===== src/rtl/tebia_pkg.sv =====
package tebia_pkg;

	localparam int ID_COUNT     = 256;
	localparam int WINDOW_VIEWS = 32;

	localparam int ID_W   = 8;
	localparam int WORD_W = 32;
	localparam int OFF_W  = $clog2(WORD_W);
	localparam int ROWS   = (ID_COUNT + WORD_W - 1) / WORD_W;
	localparam int ROW_W  = (ROWS > 1) ? $clog2(ROWS) : 1;

	// 255 is the none marker, so scans never reach it
	localparam int SCAN_TOP     = ((ID_COUNT - 1) < 254) ? (ID_COUNT - 1) : 254;
	localparam int TOP_ROW      = SCAN_TOP / WORD_W;
	localparam int WINDOW_FLOOR = ID_COUNT - 1 - WINDOW_VIEWS;

	localparam logic [ID_W-1:0] NONE_ID     = 8'd255;
	localparam logic [ID_W-1:0] SCAN_TOP_ID = ID_W'(SCAN_TOP);
	localparam logic [ID_W-1:0] WHINT_RESET = 8'd254;

	typedef enum logic [1:0] {
		OP_ALLOC_NORMAL = 2'd0,
		OP_ALLOC_WINDOW = 2'd1,
		OP_RELEASE      = 2'd2,
		OP_NOP          = 2'd3
	} op_t;

	typedef enum logic [1:0] {
		ST_IDLE,
		ST_READ,
		ST_EVAL,
		ST_DONE
	} state_t;

	typedef struct packed {
		logic             found;
		logic [OFF_W-1:0] off;
	} scan_res_t;

endpackage


===== src/rtl/tebia_ram.sv =====
module tebia_ram #(
	parameter int WIDTH = 32,
	parameter int DEPTH = 8,
	localparam int AW = (DEPTH > 1) ? $clog2(DEPTH) : 1
) (
	input  logic             clk,
	input  logic             we,
	input  logic [AW-1:0]    waddr,
	input  logic [WIDTH-1:0] wdata,
	input  logic             re,
	input  logic [AW-1:0]    raddr,
	output logic [WIDTH-1:0] rdata
);

	logic [WIDTH-1:0] mem [DEPTH];

	always_ff @(posedge clk) begin
		if (we) begin
			mem[waddr] <= wdata;
		end
		if (re) begin
			rdata <= mem[raddr];
		end
	end

endmodule


===== src/rtl/tebia_word_scan.sv =====
module tebia_word_scan
	import tebia_pkg::*;
(
	input  logic [WORD_W-1:0] word,
	input  logic [OFF_W-1:0]  lo,
	input  logic [OFF_W-1:0]  hi,
	input  logic              down,
	output scan_res_t         res
);

	logic [WORD_W-1:0] rng;
	logic [WORD_W-1:0] cand;
	logic [WORD_W-1:0] ord;
	logic [WORD_W-1:0] iso;
	logic [OFF_W-1:0]  enc;

	always_comb begin
		for (int i = 0; i < WORD_W; i++) begin
			rng[i] = (OFF_W'(i) >= lo) && (OFF_W'(i) <= hi);
		end
		cand = ~word & rng;
		// a downward search is an upward one on the mirrored word
		for (int i = 0; i < WORD_W; i++) begin
			ord[i] = down ? cand[WORD_W-1-i] : cand[i];
		end
		iso = ord & (~ord + WORD_W'(1));
		enc = '0;
		for (int i = 0; i < WORD_W; i++) begin
			if (iso[i]) begin
				enc = enc | OFF_W'(i);
			end
		end
		res.found = |cand;
		res.off   = down ? (OFF_W'(WORD_W - 1) - enc) : enc;
	end

endmodule


===== src/rtl/two_ended_bitmap_id_allocator.sv =====
// channel  | signals                          | role
// in       | in_valid in_ready op release_id  | one command word per op
// out      | out_valid out_ready granted_id   | one result word per command
//          | none_free                        |
// the used map sits in a 32-bit wide ram, one row per 32 ids, read one row a cycle
// allocation: read the start row, then scan row by row to a free id or the end row of its direction
// release: read, modify, write back; nop and hopeless scans skip the ram
// reset clears a per-row valid bit, so the map reads as all free at once
// a result waiting on out_ready holds the block in its done state
module two_ended_bitmap_id_allocator
	import tebia_pkg::*;
(
	input  logic            clk,
	input  logic            arst_n,
	input  logic            in_valid,
	output logic            in_ready,
	input  logic [1:0]      op,
	input  logic [ID_W-1:0] release_id,
	output logic            out_valid,
	input  logic            out_ready,
	output logic [ID_W-1:0] granted_id,
	output logic            none_free
);

	state_t state_q, state_d;

	op_t              in_op, op_q;
	logic [ID_W-1:0]  id_q;
	logic [ROW_W-1:0] row_q;
	logic [ID_W-1:0]  nhint_q, whint_q;
	logic [ROWS-1:0]  vld_q;
	logic             rd_vld_s1;
	logic [ID_W-1:0]  res_gid_q;
	logic             res_nf_q;
	logic             out_valid_q;
	logic [ID_W-1:0]  gid_q;
	logic             nf_q;

	logic             acc;
	logic [ID_W-1:0]  dstart;
	logic             rel_ok;
	logic             go_read;
	logic [ROW_W-1:0] start_row;
	logic [ROW_W-1:0] nhint_row, dstart_row;

	logic [WORD_W-1:0] rdata;
	logic [WORD_W-1:0] word;
	logic [OFF_W-1:0]  lo, hi;
	logic              down;
	scan_res_t         sr;
	logic [OFF_W-1:0]  sel_off;
	logic [WORD_W-1:0] sel;
	logic              is_rel;
	logic              last_row;
	logic              eval_done;
	logic [ROW_W-1:0]  row_nxt;
	logic [ID_W-1:0]   found_id;
	logic              out_free;

	logic              ram_re, ram_we;
	logic [ROW_W-1:0]  ram_raddr;
	logic [WORD_W-1:0] ram_wdata;
	logic              set_res;
	logic [ID_W-1:0]   res_gid_d;
	logic              res_nf_d;
	logic              hint_we;

	assign in_op    = op_t'(op);
	assign acc      = in_valid && in_ready;
	assign out_free = !out_valid_q || out_ready;

	// command decode at accept
	always_comb begin
		dstart    = (whint_q > SCAN_TOP_ID) ? SCAN_TOP_ID : whint_q;
		rel_ok    = (release_id != NONE_ID) && ({1'b0, release_id} < 9'(ID_COUNT));
		nhint_row = ROW_W'(nhint_q >> OFF_W);
		dstart_row = ROW_W'(dstart >> OFF_W);
		unique case (in_op)
			OP_ALLOC_NORMAL: begin
				start_row = nhint_row;
				go_read   = (nhint_q <= SCAN_TOP_ID);
			end
			OP_ALLOC_WINDOW: begin
				start_row = dstart_row;
				go_read   = 1'b1;
			end
			OP_RELEASE: begin
				start_row = ROW_W'(release_id >> OFF_W);
				go_read   = rel_ok;
			end
			OP_NOP: begin
				start_row = '0;
				go_read   = 1'b0;
			end
		endcase
	end

	// row search and modify
	always_comb begin
		word   = rd_vld_s1 ? rdata : '0;
		is_rel = (op_q == OP_RELEASE);
		down   = (op_q == OP_ALLOC_WINDOW);
		if (down) begin
			lo = '0;
			hi = (row_q == dstart_row) ? dstart[OFF_W-1:0] : '1;
		end else begin
			lo = (row_q == nhint_row) ? nhint_q[OFF_W-1:0] : '0;
			hi = (row_q == ROW_W'(TOP_ROW)) ? SCAN_TOP_ID[OFF_W-1:0] : '1;
		end
		sel_off   = is_rel ? id_q[OFF_W-1:0] : sr.off;
		sel       = WORD_W'(1) << sel_off;
		last_row  = down ? (row_q == '0) : (row_q == ROW_W'(TOP_ROW));
		eval_done = is_rel || sr.found || last_row;
		row_nxt   = down ? (row_q - ROW_W'(1)) : (row_q + ROW_W'(1));
		found_id  = (ID_W'(row_q) << OFF_W) | ID_W'(sr.off);
	end

	tebia_word_scan u_scan (
		.word (word),
		.lo   (lo),
		.hi   (hi),
		.down (down),
		.res  (sr)
	);

	tebia_ram #(
		.WIDTH (WORD_W),
		.DEPTH (ROWS)
	) u_map (
		.clk   (clk),
		.we    (ram_we),
		.waddr (row_q),
		.wdata (ram_wdata),
		.re    (ram_re),
		.raddr (ram_raddr),
		.rdata (rdata)
	);

	always_comb begin
		state_d = state_q;
		unique case (state_q)
			ST_IDLE: begin
				if (acc) begin
					state_d = go_read ? ST_READ : ST_DONE;
				end
			end
			ST_READ: state_d = ST_EVAL;
			ST_EVAL: begin
				if (eval_done) begin
					state_d = ST_DONE;
				end
			end
			ST_DONE: begin
				if (out_free) begin
					state_d = ST_IDLE;
				end
			end
		endcase
	end

	always_comb begin
		in_ready  = 1'b0;
		ram_re    = 1'b0;
		ram_raddr = row_q;
		ram_we    = 1'b0;
		ram_wdata = word | sel;
		set_res   = 1'b0;
		res_gid_d = '0;
		res_nf_d  = 1'b0;
		hint_we   = 1'b0;
		unique case (state_q)
			ST_IDLE: begin
				in_ready = 1'b1;
				// no ram access: nop, release of nothing, normal hint past the top
				if (acc && !go_read) begin
					set_res  = 1'b1;
					res_nf_d = (in_op == OP_ALLOC_NORMAL);
				end
			end
			ST_READ: ram_re = 1'b1;
			ST_EVAL: begin
				if (is_rel) begin
					ram_we    = 1'b1;
					ram_wdata = word & ~sel;
					hint_we   = 1'b1;
					set_res   = 1'b1;
				end else if (sr.found) begin
					ram_we    = 1'b1;
					set_res   = 1'b1;
					res_gid_d = found_id;
				end else if (last_row) begin
					set_res  = 1'b1;
					res_nf_d = 1'b1;
				end else begin
					ram_re    = 1'b1;
					ram_raddr = row_nxt;
				end
			end
			ST_DONE: ;
		endcase
	end

	always_ff @(posedge clk or negedge arst_n) begin
		if (!arst_n) begin
			state_q     <= ST_IDLE;
			vld_q       <= '0;
			nhint_q     <= '0;
			whint_q     <= WHINT_RESET;
			out_valid_q <= 1'b0;
		end else begin
			state_q <= state_d;
			if (ram_we) begin
				vld_q[row_q] <= 1'b1;
			end
			if (hint_we) begin
				if (int'(id_q) > WINDOW_FLOOR) begin
					whint_q <= id_q;
				end else begin
					nhint_q <= id_q;
				end
			end
			if (state_q == ST_DONE && out_free) begin
				out_valid_q <= 1'b1;
			end else if (out_ready) begin
				out_valid_q <= 1'b0;
			end
		end
	end

	always_ff @(posedge clk) begin
		if (acc) begin
			op_q  <= in_op;
			id_q  <= release_id;
			row_q <= start_row;
		end else if (ram_re && state_q == ST_EVAL) begin
			row_q <= row_nxt;
		end
		if (ram_re) begin
			rd_vld_s1 <= vld_q[ram_raddr];
		end
		if (set_res) begin
			res_gid_q <= res_gid_d;
			res_nf_q  <= res_nf_d;
		end
		if (state_q == ST_DONE && out_free) begin
			gid_q <= res_gid_q;
			nf_q  <= res_nf_q;
		end
	end

	assign out_valid  = out_valid_q;
	assign granted_id = gid_q;
	assign none_free  = nf_q;

endmodule


===== config.mk =====
export PLATFORM = sky130hd
export DESIGN_NAME = two_ended_bitmap_id_allocator
export DESIGN_NICKNAME = d
export VERILOG_FILES = /design/src/rtl/tebia_pkg.sv /design/src/rtl/tebia_ram.sv /design/src/rtl/tebia_word_scan.sv /design/src/rtl/two_ended_bitmap_id_allocator.sv
export SDC_FILE = /design/constraint.sdc
export NUM_CORES = 1
export LEC_CHECK = 0
export BUFFER_PORTS_ARGS = -buffer_cell sky130_fd_sc_hd__buf_4
export CORE_ASPECT_RATIO = 1.25
export CORE_MARGIN = 5
export CORE_UTILIZATION = 42
export CTS_BUF_LIST = sky130_fd_sc_hd__clkbuf_16
export DETAILED_ROUTE_END_ITERATION = 10
export GPL_TIMING_DRIVEN = 0
export PLACE_DENSITY_LB_ADDON = 0.12
export RECOVER_POWER = 25
export SYNTH_ARGS = -nofsm -noshare
export SYNTH_HDL_FRONTEND = slang
export SYNTH_SLANG_ARGS = --single-unit

===== constraint.sdc =====
create_clock -name clk -period 11.7 [get_ports clk]
set_clock_uncertainty 0.2 [all_clocks]
set_input_delay 2.925 -clock clk [delete_from_list [all_inputs] [get_ports clk]]
set_output_delay 2.925 -clock clk [all_outputs]
set_load 0.02 [all_outputs]

==> results of run 1 <==
## per-layer routing
metal,up-vias,part of all wire,global-route usage
li1,5239,-,-
met1,5697,0.42,0.283
met2,316,0.50,0.388
met3,113,0.032,0.0219
met4,0,0.050,0.0992
met5,-,0,0
## power by group through the flow
| stage | clock network [mW] | logic, mW | registers [mW] |
|---|---|---|---|
| 2_1_floorplan | 0 | 1.43 | 1.88 |
| 3_3_place_gp | 0 | 2.09 | 1.92 |
| 3_5_place_dp | 0 | 2.14 | 1.91 |
| 4_1_cts | 1.07 | 2.15 | 1.88 |
| 5_1_grt | 1.11 | 2.27 | 1.91 |
| 6_report | 1.04 | 2.12 | 1.89 |
## per-stage QoR
stage	power, mW	cells	worst slack [ns]
6_report	5.05	1961	4.33
5_1_grt	5.29	1961	3.84
4_1_cts	5.10	1961	4.96
3_5_place_dp	4.05	1897	5.00
3_3_place_gp	4.00	1883	2.91
2_1_floorplan	3.31	1307	6.46
## path summary, 6_finish.rpt
path / start / end / slack, ns
min in group asynchronous: arst_n / state_q[0] / 2.61
worst min register to register: res_nf_q / none_free / 0.22
max in group asynchronous: arst_n / nhint_q[4] / 7.71
worst max register to register: row_q[0] / u_map.rdata[28] / 4.33
worst max-delay path: row_q[0] / u_map.rdata[28] / 4.33
worst min-delay path: res_nf_q / none_free / 0.22
## worst max-delay path, stage by stage (launching register included)
cell and delay, ns:
edfxtp_1 0.38, clkbuf_1 0.36, xnor2_1 0.20, nand4_1 0.53, clkbuf_1 0.41, clkbuf_1 0.31, nor3_1 0.33, nor3_1 0.11
nor4_1 0.38, nand4_1 0.14, nor4_1 0.81, nand3_1 0.49, inv_1 0.23, a41oi_1 0.13, o21ai_1 0.95, clkbuf_1 0.69
mux2_2 0.42
## sequential cells by signal, indices dropped and copies added (netlist names)
signal	cells
state_q	2
nhint_q	8
row_q	3
granted_id	8
whint_q	8
id_q	8
op_q	2
u_map.rdata	32
vld_q	8
u_map.mem	256
res_gid_q	8
none_free	1
out_valid	1
rd_vld_s1	1
res_nf_q	1
## cell usage after synthesis (8+ instances only)
cell      instances
buf_1             8
or2_2            20
and2_1           13
nor3_1           28
buf_6            13
o21ai_0          23
mux2_2           47
nor2b_1           9
nor4_1            9
o21a_1           12
buf_2            23
a21oi_1          33
nand4_1          10
o22ai_1           8
nand2_1         102
a211oi_1         17
inv_1            13
clkbuf_1         32
a31oi_1          16
nand2b_1         15
mux2i_1         229
dfrtp_1          20
and3_1           10
or3_1             9
o211ai_1         13
edfxtp_1        320
nor2_1           54
nand3_1          23
## area by class of cell
type | instances | area share
flip-flops and latches | 347 | 0.528
plain buffers | 78 | 0.0214
inverters | 15 | 0.00289
clock inverters | 28 | 0.00822
clock buffers | 36 | 0.0462
well taps | 552 | 0.0354
multi-input cells | 867 | 0.339
repair buffers | 38 | 0.0182
## kinds of logic (layout without fill, tap and decap cells)
family,after synthesis,count (layout),synth area share
multiplexers,276,276,0.162
AO/OA/AOI/OAI,230,230,0.101
adder cells (fa/ha/maj),5,5,0.00403
buffers and inverters,93,195,0.0278
AND/OR/NAND/NOR,345,345,0.107
flip-flops,347,347,0.592
XOR/XNOR,11,11,0.00683
==> impl_metrics.csv, run 1 <==
group,metric,value,unit
synthesis,yosys.area.top_type,"edfxtp_1",
setup_path,cp.arrival,7.45,ns
synthesis,synth_cell_types,100,
finish,ff_latch_area,0.0103,mm^2
synthesis,ys_warn_count,0,
synthesis,synthTopCellsByArea,"edfxtp_1 (55%), mux2i_1 (13%), mux2_2 (3.0%)",
power_and_ir_drop,powerDensity,259,mW/mm^2
synthesis,syn_nets,1326,
outcome,violations,"capacitance limit, slew limit",
drt,drc,0,
power_and_ir_drop,intPower,3.08,mW
power_and_ir_drop,p_sw,1.97,mW
drt,num_vias,11400,
clock_tree,cts_buffers,36,
place,globalplace.congestion,0.977,
clock_tree,cts_num_sinks,347,
finish,area_growth,12.0,%
setup_path,crit_type,"reg -> reg",
clock_tree,cts_tree,"done",
timing,finalCriticalPeriod,7.37,ns
clock_tree,cts_root_buf,"clkbuf_16",
timing,fin_crit_sh,0.630,
drt,wl_per_cell,26.2,um
floorplanning,die_area,0.0456,mm^2
synthesis,async_flop_share,0.0778,
finish,fillCellCount,3690,
place,placed_cell_area,0.0186,mm^2
timing,setup_viol,0,
place,place_hpwl,38.9,mm
finish,fin_nets,1402,
timing,maxSlewViolCount,106,
setup_path,cp-start-kind,"register",
synthesis,synth-seq-cells,347,
floorplanning,dieWidth,192,um
finish,multi_input_area,0.00661,mm^2
floorplanning,ios,25,
clock_tree,post_cts_buffers,0,
synthesis,syn-instance-count,1307,
timing,fmax,136,MHz
global_route,grt_pass1_vias,11400,
clock_tree,cts_buffer_depth,3,
global_route,grt_pass1_wl,75.5,mm
clock_tree,ctsResizeCount,0,
timing,tightest_slew,2.23,ns
global_route,antenna_found_initial,0,
synthesis,syn-cell-area,0.0174,mm^2
clock_tree,cts_hold_buffers,0,
finish,finish.utilization,0.475,
drt,totalWireLength,51.4,mm
power_and_ir_drop,netSwitchingFraction,0.390,
power_and_ir_drop,p_leak,7.04,nW
floorplanning,rows,83,
timing,final.setup.tns,0,ns
timing,hold-worst-slack,0.217,ns
setup_path,critPathCaptureType,"register",
synthesis,synth_edf_count,320,
floorplanning,core,0.0410,mm^2
synthesis,syn_area_per_cell,13.3,um^2
global_route,grt_use_total,0.223,
place,io_buffers,24,
clock_tree,clkTransAtPathRegs,0.06,ns
power_and_ir_drop,power.share.clock,0.206,
synthesis,synth_top_area_share,0.552,
synthesis,ys_seq_area_frac,0.592,
setup_path,cp_max_fo,10,
job,drv_cap,5,
synthesis,synthFlopType,"edfxtp_1",
clock_tree,clk_latency,0.54,ns
drt,first_pass_iters,7,
setup_path,cp.required,11.78,ns
drt,via_per_inst,5.80,
finish,final_area,0.0195,mm^2
power_and_ir_drop,vdd_drop_max,0.138,mV
power_and_ir_drop,comb_power_share,0.421,
finish,final_cell_mix,"edfxtp_1 (320), mux2i_1 (229), nand2_1 (102)",
timing,hold_viol,0,
finish,antenna_cells,0,
finish,drive_gt1_frac,0.152,
finish,layout_commonest_cell,"edfxtp_1",
drt,antenna_left,0,
drt,drt_iter0_drc,848,
outcome,status,"complete, but fails checks",
worst_hold_path,min_path_cells,0,
floorplanning,die_y,238,um
timing,slew_headroom,-0.490,
power_and_ir_drop,seqPwrFrac,0.374,
timing,rsz0062_at_grt,"no",
worst_hold_path,worstHoldPathType,"reg -> reg",
global_route,grt_max_degree,28,
setup_path,r2r_cells,16,
clock_tree,cts-htree-levels,2,
floorplanning,initial_utilization,0.424,
global_route,overflow,0,
Power figures use the tool's default switching activity.
==> run 2, diff against run 1 <==
Clock period 11.7 ns to 6.82 ns, I/O delays scaled along.
==> impl_metrics.csv, run 2 (same netlist as run 1, synthesis figures left out) <==
group,metric,value,unit
finish,largestRegisters,"u_map.mem x256, u_map.rdata x32",
setup_path,cp.arrival,6.47,ns
clock_tree,clkTransAtPathRegs,0.06,ns
clock_tree,cts_buffer_depth,3,
drt,wl_per_cell,26.2,um
floorplanning,core,0.0410,mm^2
drt,totalWireLength,51.4,mm
setup_path,cp.required,6.85,ns
setup_path,critPathMaxStageDelay,0.70,ns
timing,setup_viol,0,
finish,final_cell_mix,"edfxtp_1 (320), mux2i_1 (229), nand2_1 (102)",
clock_tree,clk_latency,0.54,ns
setup_path,r2r_start,"op_q[1]",
timing,fin_crit_sh,0.944,
global_route,grt_pass1_vias,11400,
finish,antenna_cells,0,
finish,largest_reg_flops,256,
timing,hold_viol,0,
drt,drc,0,
setup_path,cp-start-kind,"register",
floorplanning,die_y,238,um
setup_path,reg2reg_slack,0.38,ns
setup_path,cp_max_fo,10,
power_and_ir_drop,vdd_drop_max,0.236,mV
finish,layout_commonest_cell,"edfxtp_1",
place,pre_cts_ws,0.124,ns
floorplanning,initial_utilization,0.424,
floorplanning,rows,83,
global_route,antenna_found_initial,0,
finish,fin_nets,1404,
place,place_hpwl,38.9,mm
floorplanning,ios,25,
power_and_ir_drop,p_leak,7.07,nW
job,drv_cap,6,
drt,drt_iter0_drc,871,
global_route,overflow,0,
clock_tree,cts_tree,"done",
clock_tree,cts-htree-levels,2,
drt,top_layer_used,"met4",
finish,drive_gt1_frac,0.158,
setup_path,rr_endpoint,"u_map.mem[7][4]",
timing,fmax,155,MHz
timing,finalCriticalPeriod,6.44,ns
timing,rsz0062_at_grt,"no",
finish,top_register,"u_map.mem",
floorplanning,dieWidth,192,um
worst_hold_path,worstHoldPathType,"reg -> reg",
timing,slew_headroom,-0.508,
setup_path,slowest_stage,"a211oi_1",
clock_tree,cts_hold_buffers,0,
clock_tree,cts_root_buf,"clkbuf_16",
place,globalplace.congestion,0.977,
drt,via_per_inst,5.77,
finish,area_growth,12.3,%
global_route,grt_max_degree,28,
clock_tree,cts_num_sinks,347,
outcome,violations,"capacitance limit, slew limit",
clock_tree,cts_buffers,36,
timing,hold-worst-slack,0.217,ns
drt,wl_met3,1.57,mm
drt,num_vias,11300,
setup_path,r2r_cells,15,
drt,met2WireLength,25.9,mm
drt,first_pass_iters,6,
setup_path,cp_cell_sequence,"nand2b_1, buf_4, inv_1, clkbuf_1, clkbuf_1, clkbuf_1, nor4bb_1, a311oi_1, o21a_1, o221ai_1, a211oi_1, o21ai_1, a31oi_1, nor2b_1, mux2i_1",
timing,setup_ws,0.380,ns
worst_hold_path,hp-start,"res_nf_q",
floorplanning,die_area,0.0456,mm^2
timing,maxSlewViolCount,116,
finish,fillCellCount,3687,
finish,ff_latch_area,0.0103,mm^2
outcome,status,"complete, but fails checks",
timing,tightest_slew,2.25,ns
finish,multi_input_area,0.00664,mm^2
drt,m1WireLength,21.3,mm
worst_hold_path,whs_endpoint,"none_free",
drt,antenna_left,0,
power_and_ir_drop,powerDensity,444,mW/mm^2
worst_hold_path,min_path_cells,0,
global_route,grt_use_total,0.223,
setup_path,critPathCaptureType,"register",
place,io_buffers,24,
setup_path,crit_type,"reg -> reg",
setup_path,crit_top_cell,"clkbuf_1",
global_route,grt_pass1_wl,75.5,mm
finish,finish.utilization,0.476,
-- run 2: what timing repair did --
action                                  in CTS  in global routing
endpoints found under the setup margin       0                 74
buffers inserted                             0                  2
gates resized for setup                      0                  4
-- run 2: how the worst max path moves through the flow --
| stage | start | end | slack, ns | depth (start not counted) |
|---|---|---|---|---|
| detailed placement | whint_q[2] | u_map.mem[6][14] | 0.12 | 14 |
| finish | op_q[1] | u_map.mem[7][4] | 0.38 | 15 |
| global route | row_q[0] | u_map.rdata[8] | 0.12 | 18 |
| global placement | whint_q[2] | vld_q[1] | -1.97 | 11 |
| CTS | whint_q[2] | u_map.mem[0][14] | 0.08 | 14 |
| floorplan | row_q[0] | u_map.mem[1][0] | 1.58 | 12 |
-- run 2: final cells by class --
class	count	share of cell area
Buffer	78	0.0218
Clock buffer	36	0.0461
Clock inverter	28	0.00820
Inverter	15	0.00288
Multi-Input combinational cell	867	0.340
Sequential cell	347	0.527
Tap cell	552	0.0353
Timing Repair Buffer	40	0.0189
-- run 2: through the flow --
stage | setup TNS, ns | power (mW) | cells | cell area, um^2
floorplan | 0 | 5.67 | 1307 | 17400
global placement | -137.47 | 6.87 | 1883 | 18300
detailed placement | 0 | 6.95 | 1897 | 18600
CTS | 0 | 8.75 | 1961 | 19600
global route | 0 | 9.10 | 1963 | 19500
finish | 0 | 8.68 | 1963 | 19500
-- run 2: critical path, delay by kind of cell (launching register included) --
| kind | cells | cell delay, ns |
|---|---|---|
| DFF | 1 | 0.49 |
| AOI/OAI and AO/OA | 6 | 2.33 |
| buffers and inverters | 5 | 1.88 |
| muxes | 1 | 0.65 |
| and+or+nand+nor | 3 | 0.57 |
-- run 2: metal layers --
metal / vias to the layer above / track usage
met5: - / 0
met4: 0 / 0.0992
met3: 121 / 0.0219
met2: 294 / 0.388
met1: 5677 / 0.283
li1: 5244 / -
-- run 2: power by group --
part / internal, mW / switching, mW
combinational: 1.28 / 2.38
sequential: 3.05 / 0.188
clock: 0.968 / 0.811
total: 5.30 / 3.38
